===== src/rtl/core/mpg_pkg.sv =====
// Shared types and constants for the muscle pulse gesture classifier.
`timescale 1ns / 1ps

package mpg_pkg;

	localparam int TIME_BITS     = 32;
	localparam int NOW_BITS      = 32;
	localparam int CFG_BITS      = 32;
	localparam int CFG_IDX_BITS  = 2;
	localparam int GESTURE_BITS  = 3;

	localparam logic [CFG_BITS-1:0] DOUBLE_WINDOW_RST = 32'd400;
	localparam logic [CFG_BITS-1:0] SINGLE_MIN_RST    = 32'd80;
	localparam logic [CFG_BITS-1:0] LONG_HOLD_RST     = 32'd1000;
	localparam logic [CFG_BITS-1:0] RELAX_RST         = 32'd2000;

	typedef enum logic [CFG_IDX_BITS-1:0] {
		CFG_DOUBLE_WINDOW = 2'd0,
		CFG_SINGLE_MIN    = 2'd1,
		CFG_LONG_HOLD     = 2'd2,
		CFG_RELAX         = 2'd3
	} cfg_idx_t;

	typedef enum logic [1:0] {
		PH_IDLE        = 2'd0,
		PH_CONTRACTION = 2'd1,
		PH_AFTER       = 2'd2,
		PH_HOLD_FIRED  = 2'd3
	} phase_t;

	typedef enum logic [GESTURE_BITS-1:0] {
		GEST_NONE      = 3'd0,
		GEST_RELAX     = 3'd1,
		GEST_LONG_HOLD = 3'd2,
		GEST_DOUBLE    = 3'd3,
		GEST_SINGLE    = 3'd4
	} gesture_t;

	typedef struct packed {
		logic [CFG_BITS-1:0] double_window;
		logic [CFG_BITS-1:0] single_min;
		logic [CFG_BITS-1:0] hold_limit;
		logic [CFG_BITS-1:0] relax;
	} cfg_t;

endpackage


===== src/rtl/core/mpg_in_if.sv =====
// Sample channel: valid/ready with muscle flag and timestamp.
`timescale 1ns / 1ps

interface mpg_in_if;
	logic                          valid;
	logic                          ready;
	logic                          muscle_active;
	logic [mpg_pkg::NOW_BITS-1:0]  now_ms;

	modport source (output valid, output muscle_active, output now_ms, input ready);
	modport sink   (input valid, input muscle_active, input now_ms, output ready);
endinterface


===== src/rtl/core/mpg_out_if.sv =====
// Gesture channel: valid/ready with the reported gesture code.
`timescale 1ns / 1ps

interface mpg_out_if;
	logic                             valid;
	logic                             ready;
	logic [mpg_pkg::GESTURE_BITS-1:0] gesture;

	modport source (output valid, output gesture, input ready);
	modport sink   (input valid, input gesture, output ready);
endinterface


===== src/rtl/core/muscle_pulse_gesture_classifier_unit.sv =====
// Top level of the muscle pulse gesture classifier.
`timescale 1ns / 1ps

// Muscle pulse gesture classifier. Each transfer on the sample channel carries
// a muscle-active flag and a millisecond timestamp; each sample produces
// exactly one transfer on the result channel with a gesture code (none, relax,
// long hold, double contraction, single contraction), in sample order. The
// block takes one sample per clock cycle while the result channel does not
// stall: the sample is captured in an input register, classified from it by
// the state machine in one step, and the code is held in an output register,
// from which the result is offered. The rate is set by the state update loop
// (phase and timestamps feed the next sample's step). Back-pressure on the
// result channel stalls the input register and then the sample channel.
// Elapsed times wrap modulo 2^TIME_BITS; timestamps wider than the 32-bit
// sample field are zero-extended. Writing any configuration register puts
// the machine back to idle and zeroes both timestamps; write configuration
// only while no sample is in flight.
module muscle_pulse_gesture_classifier_unit #(
	parameter int TIME_BITS = mpg_pkg::TIME_BITS
) (
	input  logic                              clk,
	input  logic                              arst_n,
	mpg_in_if.sink                            sample,
	mpg_out_if.source                         result,
	input  logic                              cfg_we,
	input  logic [mpg_pkg::CFG_IDX_BITS-1:0]  cfg_index,
	input  logic [mpg_pkg::CFG_BITS-1:0]      cfg_wdata
);

	mpg_pkg::cfg_t                 cfg;
	logic                          clear;

	// input stage
	logic                          valid_s1;
	logic                          active_s1;
	logic [mpg_pkg::NOW_BITS-1:0]  now_s1;

	// output stage
	logic                          valid_s2;
	mpg_pkg::gesture_t             gesture_s2;

	mpg_pkg::gesture_t             gesture_c;
	logic                          advance;
	logic                          take;

	// classify the held sample when the output register is free or draining
	assign advance      = valid_s1 && (!valid_s2 || result.ready);
	assign sample.ready = !valid_s1 || advance;
	assign take         = sample.valid && sample.ready;

	mpg_cfg_regs u_cfg (
		.clk       (clk),
		.arst_n    (arst_n),
		.cfg_we    (cfg_we),
		.cfg_index (cfg_index),
		.cfg_wdata (cfg_wdata),
		.cfg       (cfg),
		.clear     (clear)
	);

	mpg_core #(
		.TIME_BITS (TIME_BITS)
	) u_core (
		.clk     (clk),
		.arst_n  (arst_n),
		.clear   (clear),
		.step    (advance),
		.active  (active_s1),
		.now_ms  (now_s1),
		.cfg     (cfg),
		.gesture (gesture_c)
	);

	always_ff @(posedge clk or negedge arst_n) begin
		if (!arst_n) begin
			valid_s1 <= 1'b0;
		end else if (sample.ready) begin
			valid_s1 <= sample.valid;
		end
	end

	// payload needs no reset
	always_ff @(posedge clk) begin
		if (take) begin
			active_s1 <= sample.muscle_active;
			now_s1    <= sample.now_ms;
		end
	end

	always_ff @(posedge clk or negedge arst_n) begin
		if (!arst_n) begin
			valid_s2 <= 1'b0;
		end else if (advance) begin
			valid_s2 <= 1'b1;
		end else if (result.ready) begin
			valid_s2 <= 1'b0;
		end
	end

	always_ff @(posedge clk) begin
		if (advance) begin
			gesture_s2 <= gesture_c;
		end
	end

	assign result.valid   = valid_s2;
	assign result.gesture = gesture_s2;

	a_step_loads_out: assert property (@(posedge clk) disable iff (!arst_n)
		advance |=> valid_s2)
		else $error("classified sample did not reach the output register");

	a_s1_holds: assert property (@(posedge clk) disable iff (!arst_n)
		(valid_s1 && !advance) |=> (valid_s1 && $stable(now_s1) && $stable(active_s1)))
		else $error("stalled sample lost from the input register");

	a_no_overwrite: assert property (@(posedge clk) disable iff (!arst_n)
		(valid_s2 && !result.ready) |-> !advance)
		else $error("output register overwritten while stalled");

endmodule


===== src/rtl/core/mpg_cfg_regs.sv =====
// Configuration register file; any valid write also requests a machine clear.
`timescale 1ns / 1ps

module mpg_cfg_regs (
	input  logic                              clk,
	input  logic                              arst_n,
	input  logic                              cfg_we,
	input  logic [mpg_pkg::CFG_IDX_BITS-1:0]  cfg_index,
	input  logic [mpg_pkg::CFG_BITS-1:0]      cfg_wdata,
	output mpg_pkg::cfg_t                     cfg,
	output logic                              clear
);

	mpg_pkg::cfg_t cfg_q;

	always_ff @(posedge clk or negedge arst_n) begin
		if (!arst_n) begin
			cfg_q.double_window <= mpg_pkg::DOUBLE_WINDOW_RST;
			cfg_q.single_min    <= mpg_pkg::SINGLE_MIN_RST;
			cfg_q.hold_limit    <= mpg_pkg::LONG_HOLD_RST;
			cfg_q.relax         <= mpg_pkg::RELAX_RST;
		end else if (cfg_we) begin
			case (mpg_pkg::cfg_idx_t'(cfg_index))
				mpg_pkg::CFG_DOUBLE_WINDOW: cfg_q.double_window <= cfg_wdata;
				mpg_pkg::CFG_SINGLE_MIN:    cfg_q.single_min    <= cfg_wdata;
				mpg_pkg::CFG_LONG_HOLD:     cfg_q.hold_limit    <= cfg_wdata;
				mpg_pkg::CFG_RELAX:         cfg_q.relax         <= cfg_wdata;
				default:                    cfg_q               <= cfg_q;
			endcase
		end
	end

	// every index of the 2-bit port names a register
	assign clear = cfg_we;
	assign cfg   = cfg_q;

endmodule


===== src/rtl/core/mpg_core.sv =====
// Gesture state machine: phase, entry, last relax time; one step per cycle on step.
`timescale 1ns / 1ps

module mpg_core #(
	parameter int TIME_BITS = mpg_pkg::TIME_BITS
) (
	input  logic                                clk,
	input  logic                                arst_n,
	input  logic                                clear,
	input  logic                                step,
	input  logic                                active,
	input  logic [mpg_pkg::NOW_BITS-1:0]        now_ms,
	input  mpg_pkg::cfg_t                       cfg,
	output mpg_pkg::gesture_t                   gesture
);

	// compare width: elapsed times and 32-bit limits, both zero-extended
	localparam int CMP_BITS = (TIME_BITS > mpg_pkg::CFG_BITS) ? TIME_BITS : mpg_pkg::CFG_BITS;

	mpg_pkg::phase_t        phase_q, phase_d;
	logic [TIME_BITS-1:0]   entry_q, entry_d;
	logic [TIME_BITS-1:0]   relax_t_q, relax_t_d;

	logic [TIME_BITS-1:0]   now_t;
	logic [TIME_BITS-1:0]   elapsed;
	logic [TIME_BITS-1:0]   since_relax;
	logic [CMP_BITS-1:0]    el_x, sr_x;
	logic                   ge_relax, sr_ge_relax, ge_min, ge_hold, le_win, ge_win;

	assign now_t       = TIME_BITS'(now_ms);
	assign elapsed     = now_t - entry_q;
	assign since_relax = now_t - relax_t_q;
	assign el_x        = CMP_BITS'(elapsed);
	assign sr_x        = CMP_BITS'(since_relax);

	assign ge_relax    = el_x >= CMP_BITS'(cfg.relax);
	assign sr_ge_relax = sr_x >= CMP_BITS'(cfg.relax);
	assign ge_min      = el_x >= CMP_BITS'(cfg.single_min);
	assign ge_hold     = el_x >= CMP_BITS'(cfg.hold_limit);
	assign le_win      = el_x <= CMP_BITS'(cfg.double_window);
	assign ge_win      = el_x >= CMP_BITS'(cfg.double_window);

	always_comb begin
		phase_d   = phase_q;
		entry_d   = entry_q;
		relax_t_d = relax_t_q;
		gesture   = mpg_pkg::GEST_NONE;
		case (phase_q)
			mpg_pkg::PH_IDLE: begin
				if (active) begin
					phase_d = mpg_pkg::PH_CONTRACTION;
					entry_d = now_t;
				end else if (ge_relax && sr_ge_relax) begin
					relax_t_d = now_t;
					gesture   = mpg_pkg::GEST_RELAX;
				end
			end
			mpg_pkg::PH_CONTRACTION: begin
				if (!active) begin
					// short pulse is a glitch: back to idle, no report
					phase_d = ge_min ? mpg_pkg::PH_AFTER : mpg_pkg::PH_IDLE;
					entry_d = now_t;
				end else if (ge_hold) begin
					phase_d = mpg_pkg::PH_HOLD_FIRED;
					entry_d = now_t;
					gesture = mpg_pkg::GEST_LONG_HOLD;
				end
			end
			mpg_pkg::PH_AFTER: begin
				if (active) begin
					if (le_win)
						gesture = mpg_pkg::GEST_DOUBLE;
					phase_d = mpg_pkg::PH_CONTRACTION;
					entry_d = now_t;
				end else if (ge_win) begin
					phase_d = mpg_pkg::PH_IDLE;
					entry_d = now_t;
					gesture = mpg_pkg::GEST_SINGLE;
				end
			end
			mpg_pkg::PH_HOLD_FIRED: begin
				if (!active) begin
					phase_d = mpg_pkg::PH_IDLE;
					entry_d = now_t;
				end
			end
			default: begin
				phase_d = mpg_pkg::PH_IDLE;
			end
		endcase
	end

	always_ff @(posedge clk or negedge arst_n) begin
		if (!arst_n) begin
			phase_q   <= mpg_pkg::PH_IDLE;
			entry_q   <= '0;
			relax_t_q <= '0;
		end else if (clear) begin
			phase_q   <= mpg_pkg::PH_IDLE;
			entry_q   <= '0;
			relax_t_q <= '0;
		end else if (step) begin
			phase_q   <= phase_d;
			entry_q   <= entry_d;
			relax_t_q <= relax_t_d;
		end
	end

	a_idle_exit: assert property (@(posedge clk) disable iff (!arst_n)
		(step && !clear && phase_q == mpg_pkg::PH_IDLE) |=>
		(phase_q == mpg_pkg::PH_IDLE || phase_q == mpg_pkg::PH_CONTRACTION))
		else $error("idle left for a phase other than contraction");

	a_hold_quiet: assert property (@(posedge clk) disable iff (!arst_n)
		(step && phase_q == mpg_pkg::PH_HOLD_FIRED) |-> (gesture == mpg_pkg::GEST_NONE))
		else $error("gesture reported while long hold is latched");

	a_clear: assert property (@(posedge clk) disable iff (!arst_n)
		clear |=> (phase_q == mpg_pkg::PH_IDLE && entry_q == '0 && relax_t_q == '0))
		else $error("config write did not clear the machine");

	a_relax_stamp: assert property (@(posedge clk) disable iff (!arst_n)
		(step && !clear && gesture == mpg_pkg::GEST_RELAX) |=> (relax_t_q == $past(now_t)))
		else $error("relax reported without stamping its time");

endmodule


===== src/flat_wrapper.sv =====
// flat-port wrapper written by rule: the top's interface ports become plain ports
module muscle_pulse_gesture_classifier_unit_flat 
#(
	parameter int TIME_BITS = mpg_pkg::TIME_BITS
)
  (clk, arst_n, cfg_we, cfg_index, cfg_wdata, sample_valid, sample_muscle_active, sample_now_ms, sample_ready, result_valid, result_gesture, result_ready);
  mpg_in_if sample_i ();
  mpg_out_if result_i ();
  input  logic clk;
  input  logic arst_n;
  input  logic cfg_we;
  input  logic [mpg_pkg::CFG_IDX_BITS-1:0] cfg_index;
  input  logic [mpg_pkg::CFG_BITS-1:0] cfg_wdata;
  input wire logic [$bits(sample_i.valid)-1:0] sample_valid;
  input wire logic [$bits(sample_i.muscle_active)-1:0] sample_muscle_active;
  input wire logic [$bits(sample_i.now_ms)-1:0] sample_now_ms;
  output wire logic [$bits(sample_i.ready)-1:0] sample_ready;
  output wire logic [$bits(result_i.valid)-1:0] result_valid;
  output wire logic [$bits(result_i.gesture)-1:0] result_gesture;
  input wire logic [$bits(result_i.ready)-1:0] result_ready;
  assign sample_i.valid = sample_valid;
  assign sample_i.muscle_active = sample_muscle_active;
  assign sample_i.now_ms = sample_now_ms;
  assign sample_ready = sample_i.ready;
  assign result_valid = result_i.valid;
  assign result_gesture = result_i.gesture;
  assign result_i.ready = result_ready;
  muscle_pulse_gesture_classifier_unit #(.TIME_BITS(TIME_BITS)) u_core (.clk(clk), .arst_n(arst_n), .sample(sample_i), .result(result_i), .cfg_we(cfg_we), .cfg_index(cfg_index), .cfg_wdata(cfg_wdata));
endmodule

===== config.mk =====
export PLATFORM = sky130hd
export DESIGN_NAME = muscle_pulse_gesture_classifier_unit_flat
export DESIGN_NICKNAME = d
export VERILOG_FILES = /design/src/rtl/core/mpg_pkg.sv /design/src/rtl/core/mpg_in_if.sv /design/src/rtl/core/mpg_out_if.sv /design/src/rtl/core/muscle_pulse_gesture_classifier_unit.sv /design/src/rtl/core/mpg_cfg_regs.sv /design/src/rtl/core/mpg_core.sv /design/src/flat_wrapper.sv
export SDC_FILE = /design/constraint.sdc
export NUM_CORES = 1
export LEC_CHECK = 0
export BUFFER_PORTS_ARGS = -buffer_cell sky130_fd_sc_hd__buf_2
export CAP_MARGIN = 20
export CORE_UTILIZATION = 63
export DETAILED_ROUTE_END_ITERATION = 16
export GPL_ROUTABILITY_DRIVEN = 0
export GPL_TIMING_DRIVEN = 1
export HOLD_SLACK_MARGIN = 0.05
export PLACE_DENSITY = 0.81
export SLEW_MARGIN = 0
export SYNTH_ARGS = -nofsm -noshare
export SYNTH_HDL_FRONTEND = slang
export SYNTH_SLANG_ARGS = --single-unit

===== constraint.sdc =====
create_clock -name clk -period 5.35 [get_ports clk]
set_input_delay 0 -clock clk [delete_from_list [all_inputs] [get_ports clk]]
set_output_delay 0 -clock clk [all_outputs]
set_load 0.05 [all_outputs]

==> flow_metrics.py, run 1 <==
metrics = {
    "die": {
        "row_count": 58,
        "io_pins": 77,
        "die_h_um": 162,
        "die_w_um": 162,
        "start_util": 0.642,
        "core-area_mm2": 0.0251,
        "die_area_mm2": 0.0262,
    },
    "outcome": {
        "status": "finished clean",
    },
    "min_path": {
        "hp-class": "in -> async",
    },
    "timing": {
        "setup_viol": 0,
        "hold_viol_final": 0,
        "final-max-slew-violation-count": 0,
        "hold_slack_ns": 0.0772,
        "tightestPinTransition_ns": 0.773,
        "post-route-period-util": 0.957,
        "setup_tns_ns": 0,
        "max_freq_ghz": 0.195,
        "fin_skew_ns": 0.0155,
        "worst_slack_ns": 0.232,
        "relSlewSlack": 0.485,
        "post-route-min-period_ns": 5.12,
    },
    "setup_path": {
        "critPathMaxStageDelay_ns": 0.52,
        "rr_worst_depth": 18,
        "crit_required_ns": 5.80,
        "cp_top_family": "compound AO/OA/AOI/OAI gates",
        "cpMostUsedCell": "ha_1",
        "cp_max_fo": 16,
        "cp-end-kind": "register",
        "regToRegEndpoint": "u_core.u_core.entry_q[24]$_DFFE_PN0P_",
        "cp_num_buf_inv": 1,
        "r2r_slack_ns": 0.23,
        "cp.arrival_ns": 5.57,
        "crit_type": "reg -> reg",
        "cp_slowest_cell": "or4b_1",
        "critPathLaunchType": "register",
        "rr_startpoint": "u_core.now_s1[1]$_DFFE_PP_",
        "setup.worst_path.start": "u_core.now_s1[1]$_DFFE_PP_",
        "crit_chain": "ha_1 > nor2b_1 > o21a_1 > o21ai_4 > a211oi_2 > a211o_1 > a221oi_4 > o21ai_2 > or4b_1 > nand3_1 > ha_1 > nand4_1 > or3_1 > a21o_1 > a31oi_2 > o221a_1 > buf_6 > mux2i_1",
    },
    "pwr": {
        "vdd_ir_drop_max_uv": 301,
        "power.density_mw_per_mm2": 342,
        "power.leakage_uw": 0.00888,
        "power.total_uw": 6340,
    },
    "route": {
        "wl_per_cell_um": 18.0,
        "wirelength_um": 37900,
        "vias_per_cell": 5.86,
        "drt_iter0_drc": 1041,
        "antenna_left": 0,
        "num_vias": 12315,
        "drc_errors": 0,
        "drt_pre_antenna_iters": 5,
        "highest_layer": "met4",
        "route.met3.wl_um": 2180,
        "drt-met1-wl_um": 17700,
        "wl_met2_um": 17200,
    },
    "placed_design": {
        "io_buffers": 76,
        "dp_hpwl_um": 27800,
        "dp_slack_ns": 0.190,
        "post_dp_cell_area_mm2": 0.0170,
    },
    "cells_and_area": {
        "syn2layout_area_growth_pct": 15.1,
        "nets": 2047,
        "diodes": 0,
        "fillers": 1736,
        "drive_gt1_frac": 0.159,
        "fin_area_mm2": 0.0186,
    },
    "clock_tree": {
        "cts_made_buffers": 26,
        "cts.sinks": 232,
        "post_cts_buffers": 0,
        "cts_tree": "yes",
        "clockRootBuffer": "clkbuf_16",
        "clkSlewWorstSetupHoldPaths_ns": 0.06,
        "insertion_delay_ns": 0.55,
        "htree_levels": 1,
        "clk_path_buf_depth": 3,
    },
    "global_routing": {
        "grt-ovfl-total": 0,
        "antenna_found_initial": 0,
        "grt_pass1_wl_um": 60700,
        "grt_max_degree": 104,
        "grt_util_all_layers": 0.291,
        "grt_pass1_vias": 12182,
    },
    "logic_synthesis": {
        "synth_top_cells_by_area": "dfrtp_1 (28%), ha_1 (17%), mux2_2 (6.8%)",
        "synth_largest_area_cell": "dfrtp_1",
        "synth-edff-count": 36,
        "synth-seq-area-share": 0.373,
        "avgSynthCellArea_um2": 10.2,
        "syn_area_mm2": 0.0161,
        "synth_seq_cells": 232,
        "ys_top_cells_by_count": "ha_1 (222), inv_1 (206), dfrtp_1 (179)",
        "synth.distinct_cells": 78,
        "yosys.area.top_type_share": 0.278,
        "async_flop_share": 0.845,
        "synth_ff_type": "dfrtp_1",
        "synthCells": 1588,
        "synth-warning-count": 0,
        "synth.most_common_cell": "ha_1",
        "syn_nets": 1884,
    },
    "run": {
        "drv_cap": 0,
    },
}
-- worst max path at each step --
stage,endpoint,cells past startpoint
after detailed placement,u_core.u_core.entry_q[24]$_DFFE_PN0P_,21
final,u_core.u_core.entry_q[24]$_DFFE_PN0P_,18
after CTS,u_core.u_core.entry_q[24]$_DFFE_PN0P_,21
after floorplan,u_core.u_core.entry_q[22]$_DFFE_PN0P_,20
after global routing,u_core.u_core.phase_q[1]$_DFFE_PN0P_,21
after global placement,u_core.u_core.entry_q[31]$_DFFE_PN0P_,19
-- placed cells by master (no fill, tap or decap), drive strengths merged, types with 69 or more instances in the layout --
cell and instances:
dlygate4sd3 69, o21ai 72, inv 207, nand2 71, a21oi 93, nand2b 113, a21o 87, mux2 97
ha 222, dfrtp 179, buf 99
-- state kept, by name, indices dropped and copies added, names as in the netlist --
register and flops:
u_core.u_cfg.cfg 128, u_core.now_s1 32, u_core.u_core.entry_q 32, u_core.u_core.relax_t_q 32, u_core.result.gesture 3, u_core.u_core.phase_q 2
u_core.active_s1 1, u_core.result.valid 1, u_core.valid_s1 1
-- layer usage --
| metal | GRT usage | up-vias |
|---|---|---|
| met4 | 0.0780 | 0 |
| met2 | 0.466 | 345 |
| met5 | 0 | - |
| met3 | 0.0317 | 69 |
| li1 | - | 5934 |
| met1 | 0.419 | 5967 |
-- through the flow --
stage | utilization | cells
floorplan | - | 1588
global placement | 0.676 | 1984
detailed placement | 0.676 | 1984
CTS | 0.738 | 2101
global route | 0.739 | 2101
finish | 0.739 | 2101
-- kinds of logic (layout without fill, tap and decap cells) --
family	after synthesis	count (layout)	synth area share
buffers and inverters	240	423	0.0579
AOI/OAI and AO/OA	337	337	0.143
muxes	162	162	0.108
and+or+nand+nor	339	339	0.114
adders and majority gates	224	224	0.175
DFF	232	232	0.373
xor gates and xnor gates	54	54	0.0293
-- timing repair --
item,in CTS,in global routing
setup endpoints to repair,0,19
hold endpoints to repair,249,0
hold buffers,69,0
gates resized for setup,0,6
-- report_power, final --
group	internal, µW	switching, µW	total [µW]	leakage, µW
clock network	1050	739	1790	0.000427
registers	2040	126	2170	0.00278
logic	1060	1320	2380	0.00567
-- area by class of cell --
class | count | area [µm²] | area share
Clock inverter | 11 | 93.8 | 0.00506
Clock buffer | 37 | 773 | 0.0417
Timing Repair Buffer | 169 | 1290 | 0.0696
Inverter | 206 | 773 | 0.0417
Tap cell | 330 | 413 | 0.0222
Multi-Input combinational cell | 1116 | 9210 | 0.496
Sequential cell | 232 | 6010 | 0.324
Note: power is estimated with default switching activity, not from simulation.
==> run 2: changes to the inputs <==
--- a/config.mk
+++ b/config.mk
@@ -5,14 +5,15 @@
 export SDC_FILE = /design/constraint.sdc
 export NUM_CORES = 1
 export LEC_CHECK = 0
+export ABC_AREA = 1
 export BUFFER_PORTS_ARGS = -buffer_cell sky130_fd_sc_hd__buf_2
 export CAP_MARGIN = 20
-export CORE_UTILIZATION = 63
+export CORE_ASPECT_RATIO = 1.4
+export CORE_UTILIZATION = 46
 export DETAILED_ROUTE_END_ITERATION = 16
 export GPL_ROUTABILITY_DRIVEN = 0
 export GPL_TIMING_DRIVEN = 1
 export HOLD_SLACK_MARGIN = 0.05
-export PLACE_DENSITY = 0.81
 export SLEW_MARGIN = 0
 export SYNTH_ARGS = -nofsm -noshare
 export SYNTH_HDL_FRONTEND = slang
==> flow_metrics.py, run 2 <==
metrics = {
    "logic_synthesis": {
        "synth.distinct_cells": 46,
        "synth_seq_cells": 232,
        "synth-warning-count": 0,
        "synthCells": 2168,
        "ys_top_cells_by_count": "nand2_1 (525), inv_1 (366), ha_1 (222)",
        "yosys.area.top_type_share": 0.271,
        "avgSynthCellArea_um2": 7.62,
        "synth_largest_area_cell": "dfrtp_1",
        "synth-edff-count": 36,
        "synth_ff_type": "dfrtp_1",
        "syn_area_mm2": 0.0165,
        "synth.most_common_cell": "nand2_1",
        "syn_nets": 2464,
        "synth_top_cells_by_area": "dfrtp_1 (27%), ha_1 (17%), nand2_1 (12%)",
        "async_flop_share": 0.845,
        "synth-seq-area-share": 0.364,
    },
    "clock_tree": {
        "post_cts_buffers": 0,
        "clockRootBuffer": "clkbuf_16",
        "cts_made_buffers": 25,
        "cts_tree": "yes",
        "cts.sinks": 232,
        "htree_levels": 1,
        "clkSlewWorstSetupHoldPaths_ns": 0.06,
        "clk_path_buf_depth": 3,
        "insertion_delay_ns": 0.55,
    },
    "setup_path": {
        "rr_worst_depth": 22,
        "critPathLaunchType": "register",
        "cp-end-kind": "register",
        "regToRegEndpoint": "u_core.u_core.relax_t_q[9]$_DFFE_PN0P_",
        "r2r_slack_ns": 0.85,
        "crit_type": "reg -> reg",
        "cp.arrival_ns": 4.98,
        "rr_startpoint": "u_core.u_core.entry_q[0]$_DFFE_PN0P_",
        "crit_required_ns": 5.82,
        "cp_max_fo": 32,
    },
    "pwr": {
        "intPower_uw": 4070,
        "pwr-share-clk": 0.249,
        "p_switching_uw": 2750,
        "power.leakage_uw": 0.00961,
        "vdd_ir_drop_max_uv": 284,
        "power.density_mw_per_mm2": 362,
        "p_sw_frac": 0.403,
        "power.total_uw": 6820,
        "comb_power_share": 0.431,
        "p_seq_frac": 0.321,
    },
    "cells_and_area": {
        "syn2layout_area_growth_pct": 14.0,
        "layout_common_cells": "nand2_1 (525), inv_1 (365), ha_1 (222)",
        "post-route-util": 0.536,
        "stdcell_count": 2777,
        "nets": 2600,
        "drive_gt1_frac": 0.0707,
        "fillers": 3414,
        "final_common_cell": "nand2_1",
        "diodes": 0,
        "largest_reg_flops": 128,
    },
    "timing": {
        "fin_skew_ns": 0.0214,
        "hold_viol_final": 0,
        "post-route-period-util": 0.842,
        "relSlewSlack": 0.474,
        "tightestPinTransition_ns": 0.789,
        "max_freq_ghz": 0.222,
        "post-route-min-period_ns": 4.50,
        "final-max-slew-violation-count": 0,
        "setup_viol": 0,
        "rsz0062_at_grt": "no",
        "setup_tns_ns": 0,
    },
    "global_routing": {
        "grt-ovfl-total": 0,
        "grt_util_all_layers": 0.249,
        "grt_max_degree": 92,
        "grt_pass1_vias": 14309,
        "antenna_found_initial": 0,
        "grt_pass1_wl_um": 71800,
    },
    "route": {
        "drc_errors": 0,
        "antenna_left": 0,
        "num_vias": 14268,
        "vias_per_cell": 5.14,
        "drt_iter0_drc": 970,
        "wirelength_um": 44400,
        "drt_pre_antenna_iters": 5,
        "wl_per_cell_um": 16.0,
    },
    "placed_design": {
        "io_buffers": 76,
        "dp_hpwl_um": 33800,
        "place_inst": 2663,
    },
    "die": {
        "die_w_um": 162,
        "row_count": 81,
        "core-area_mm2": 0.0352,
        "io_pins": 77,
        "start_util": 0.470,
        "die_h_um": 226,
        "die_area_mm2": 0.0367,
    },
    "outcome": {
        "status": "finished clean",
    },
    "min_path": {
        "hp-class": "in -> async",
    },
    "run": {
        "drv_cap": 0,
    },
}
run 2: worst max-delay path by stage:
stage,start,to,slack (ns)
after global placement,u_core.u_core.entry_q[0]$_DFFE_PN0P_,u_core.u_core.entry_q[0]$_DFFE_PN0P_,0.92
after floorplan,u_core.u_core.entry_q[0]$_DFFE_PN0P_,u_core.u_core.entry_q[14]$_DFFE_PN0P_,1.91
final,u_core.u_core.entry_q[0]$_DFFE_PN0P_,u_core.u_core.relax_t_q[9]$_DFFE_PN0P_,0.85
after CTS,u_core.u_core.entry_q[0]$_DFFE_PN0P_,u_core.u_core.relax_t_q[9]$_DFFE_PN0P_,0.77
after global routing,u_core.u_core.entry_q[0]$_DFFE_PN0P_,u_core.u_core.relax_t_q[8]$_DFFE_PN0P_,0.34
after detailed placement,u_core.u_core.entry_q[0]$_DFFE_PN0P_,u_core.u_core.relax_t_q[9]$_DFFE_PN0P_,0.78
run 2: layer usage:
| layer | GRT usage | up-vias | share of wire |
|---|---|---|---|
| met5 | 0 | - | 0 |
| met3 | 0.0226 | 84 | 0.035 |
| met1 | 0.317 | 6592 | 0.45 |
| li1 | - | 7277 | - |
| met4 | 0.0876 | 0 | 0.033 |
| met2 | 0.439 | 315 | 0.48 |
run 2: per-stage QoR:
step                      instance area (µm²)  hold WS, ns  worst slack, ns
after floorplan                         16500       -0.296             1.91
after CTS                               18800        0.118            0.771
after detailed placement                17400        0.133            0.782
after global placement                  17300        0.124            0.919
final                                   18800       0.0641            0.845
after global routing                    18800        0.141            0.339
run 2: cell type report:
class / count / area (µm²) / area share
Clock buffer: 35 / 693 / 0.0368
Clock inverter: 9 / 73.8 / 0.00392
Inverter: 370 / 1390 / 0.0739
Multi-Input combinational cell: 1516 / 8900 / 0.472
Sequential cell: 232 / 6010 / 0.319
Tap cell: 456 / 571 / 0.0303
Timing Repair Buffer: 159 / 1200 / 0.0637
run 2: cell families after synthesis:
logic type,share of synthesized area
and+or+nand+nor,0.217
buffers and inverters,0.0991
AOI/OAI and AO/OA,0.120
DFF,0.364
adders and majority gates,0.171
xor gates and xnor gates,0.0302
run 2: worst max-delay path, cell delays in order (launching register included):
cell	delay (ns)
dfrtp_1	0.39
ha_1	0.23
fa_1	0.40
nand3b_1	0.17
nand2_1	0.12
a21boi_1	0.13
o21ai_1	0.34
a21oi_1	0.19
o21bai_1	0.21
inv_1	0.06
nand2_1	0.05
nand2_1	0.13
ha_1	0.31
nand2_1	0.06
nor2_1	0.14
nand4_1	0.17
nor4_2	0.25
nand2_1	0.09
nand3_1	0.13
nand2_1	0.10
inv_2	0.48
nand3_1	0.16
nand2_1	0.11
run 2: power by group through the flow:
stage,logic [µW],registers (µW),clock network [µW]
final,2940,2190,1690
after global routing,3400,2210,1800
after CTS,2950,2180,1750
after detailed placement,2890,2210,0
after global placement,2800,2210,0
after floorplan,2130,2190,0
run 2: timing repair:
item,4_1_cts,5_1_grt
endpoints found under the hold margin,252,0
resized for setup,0,0
hold buffers,70,0
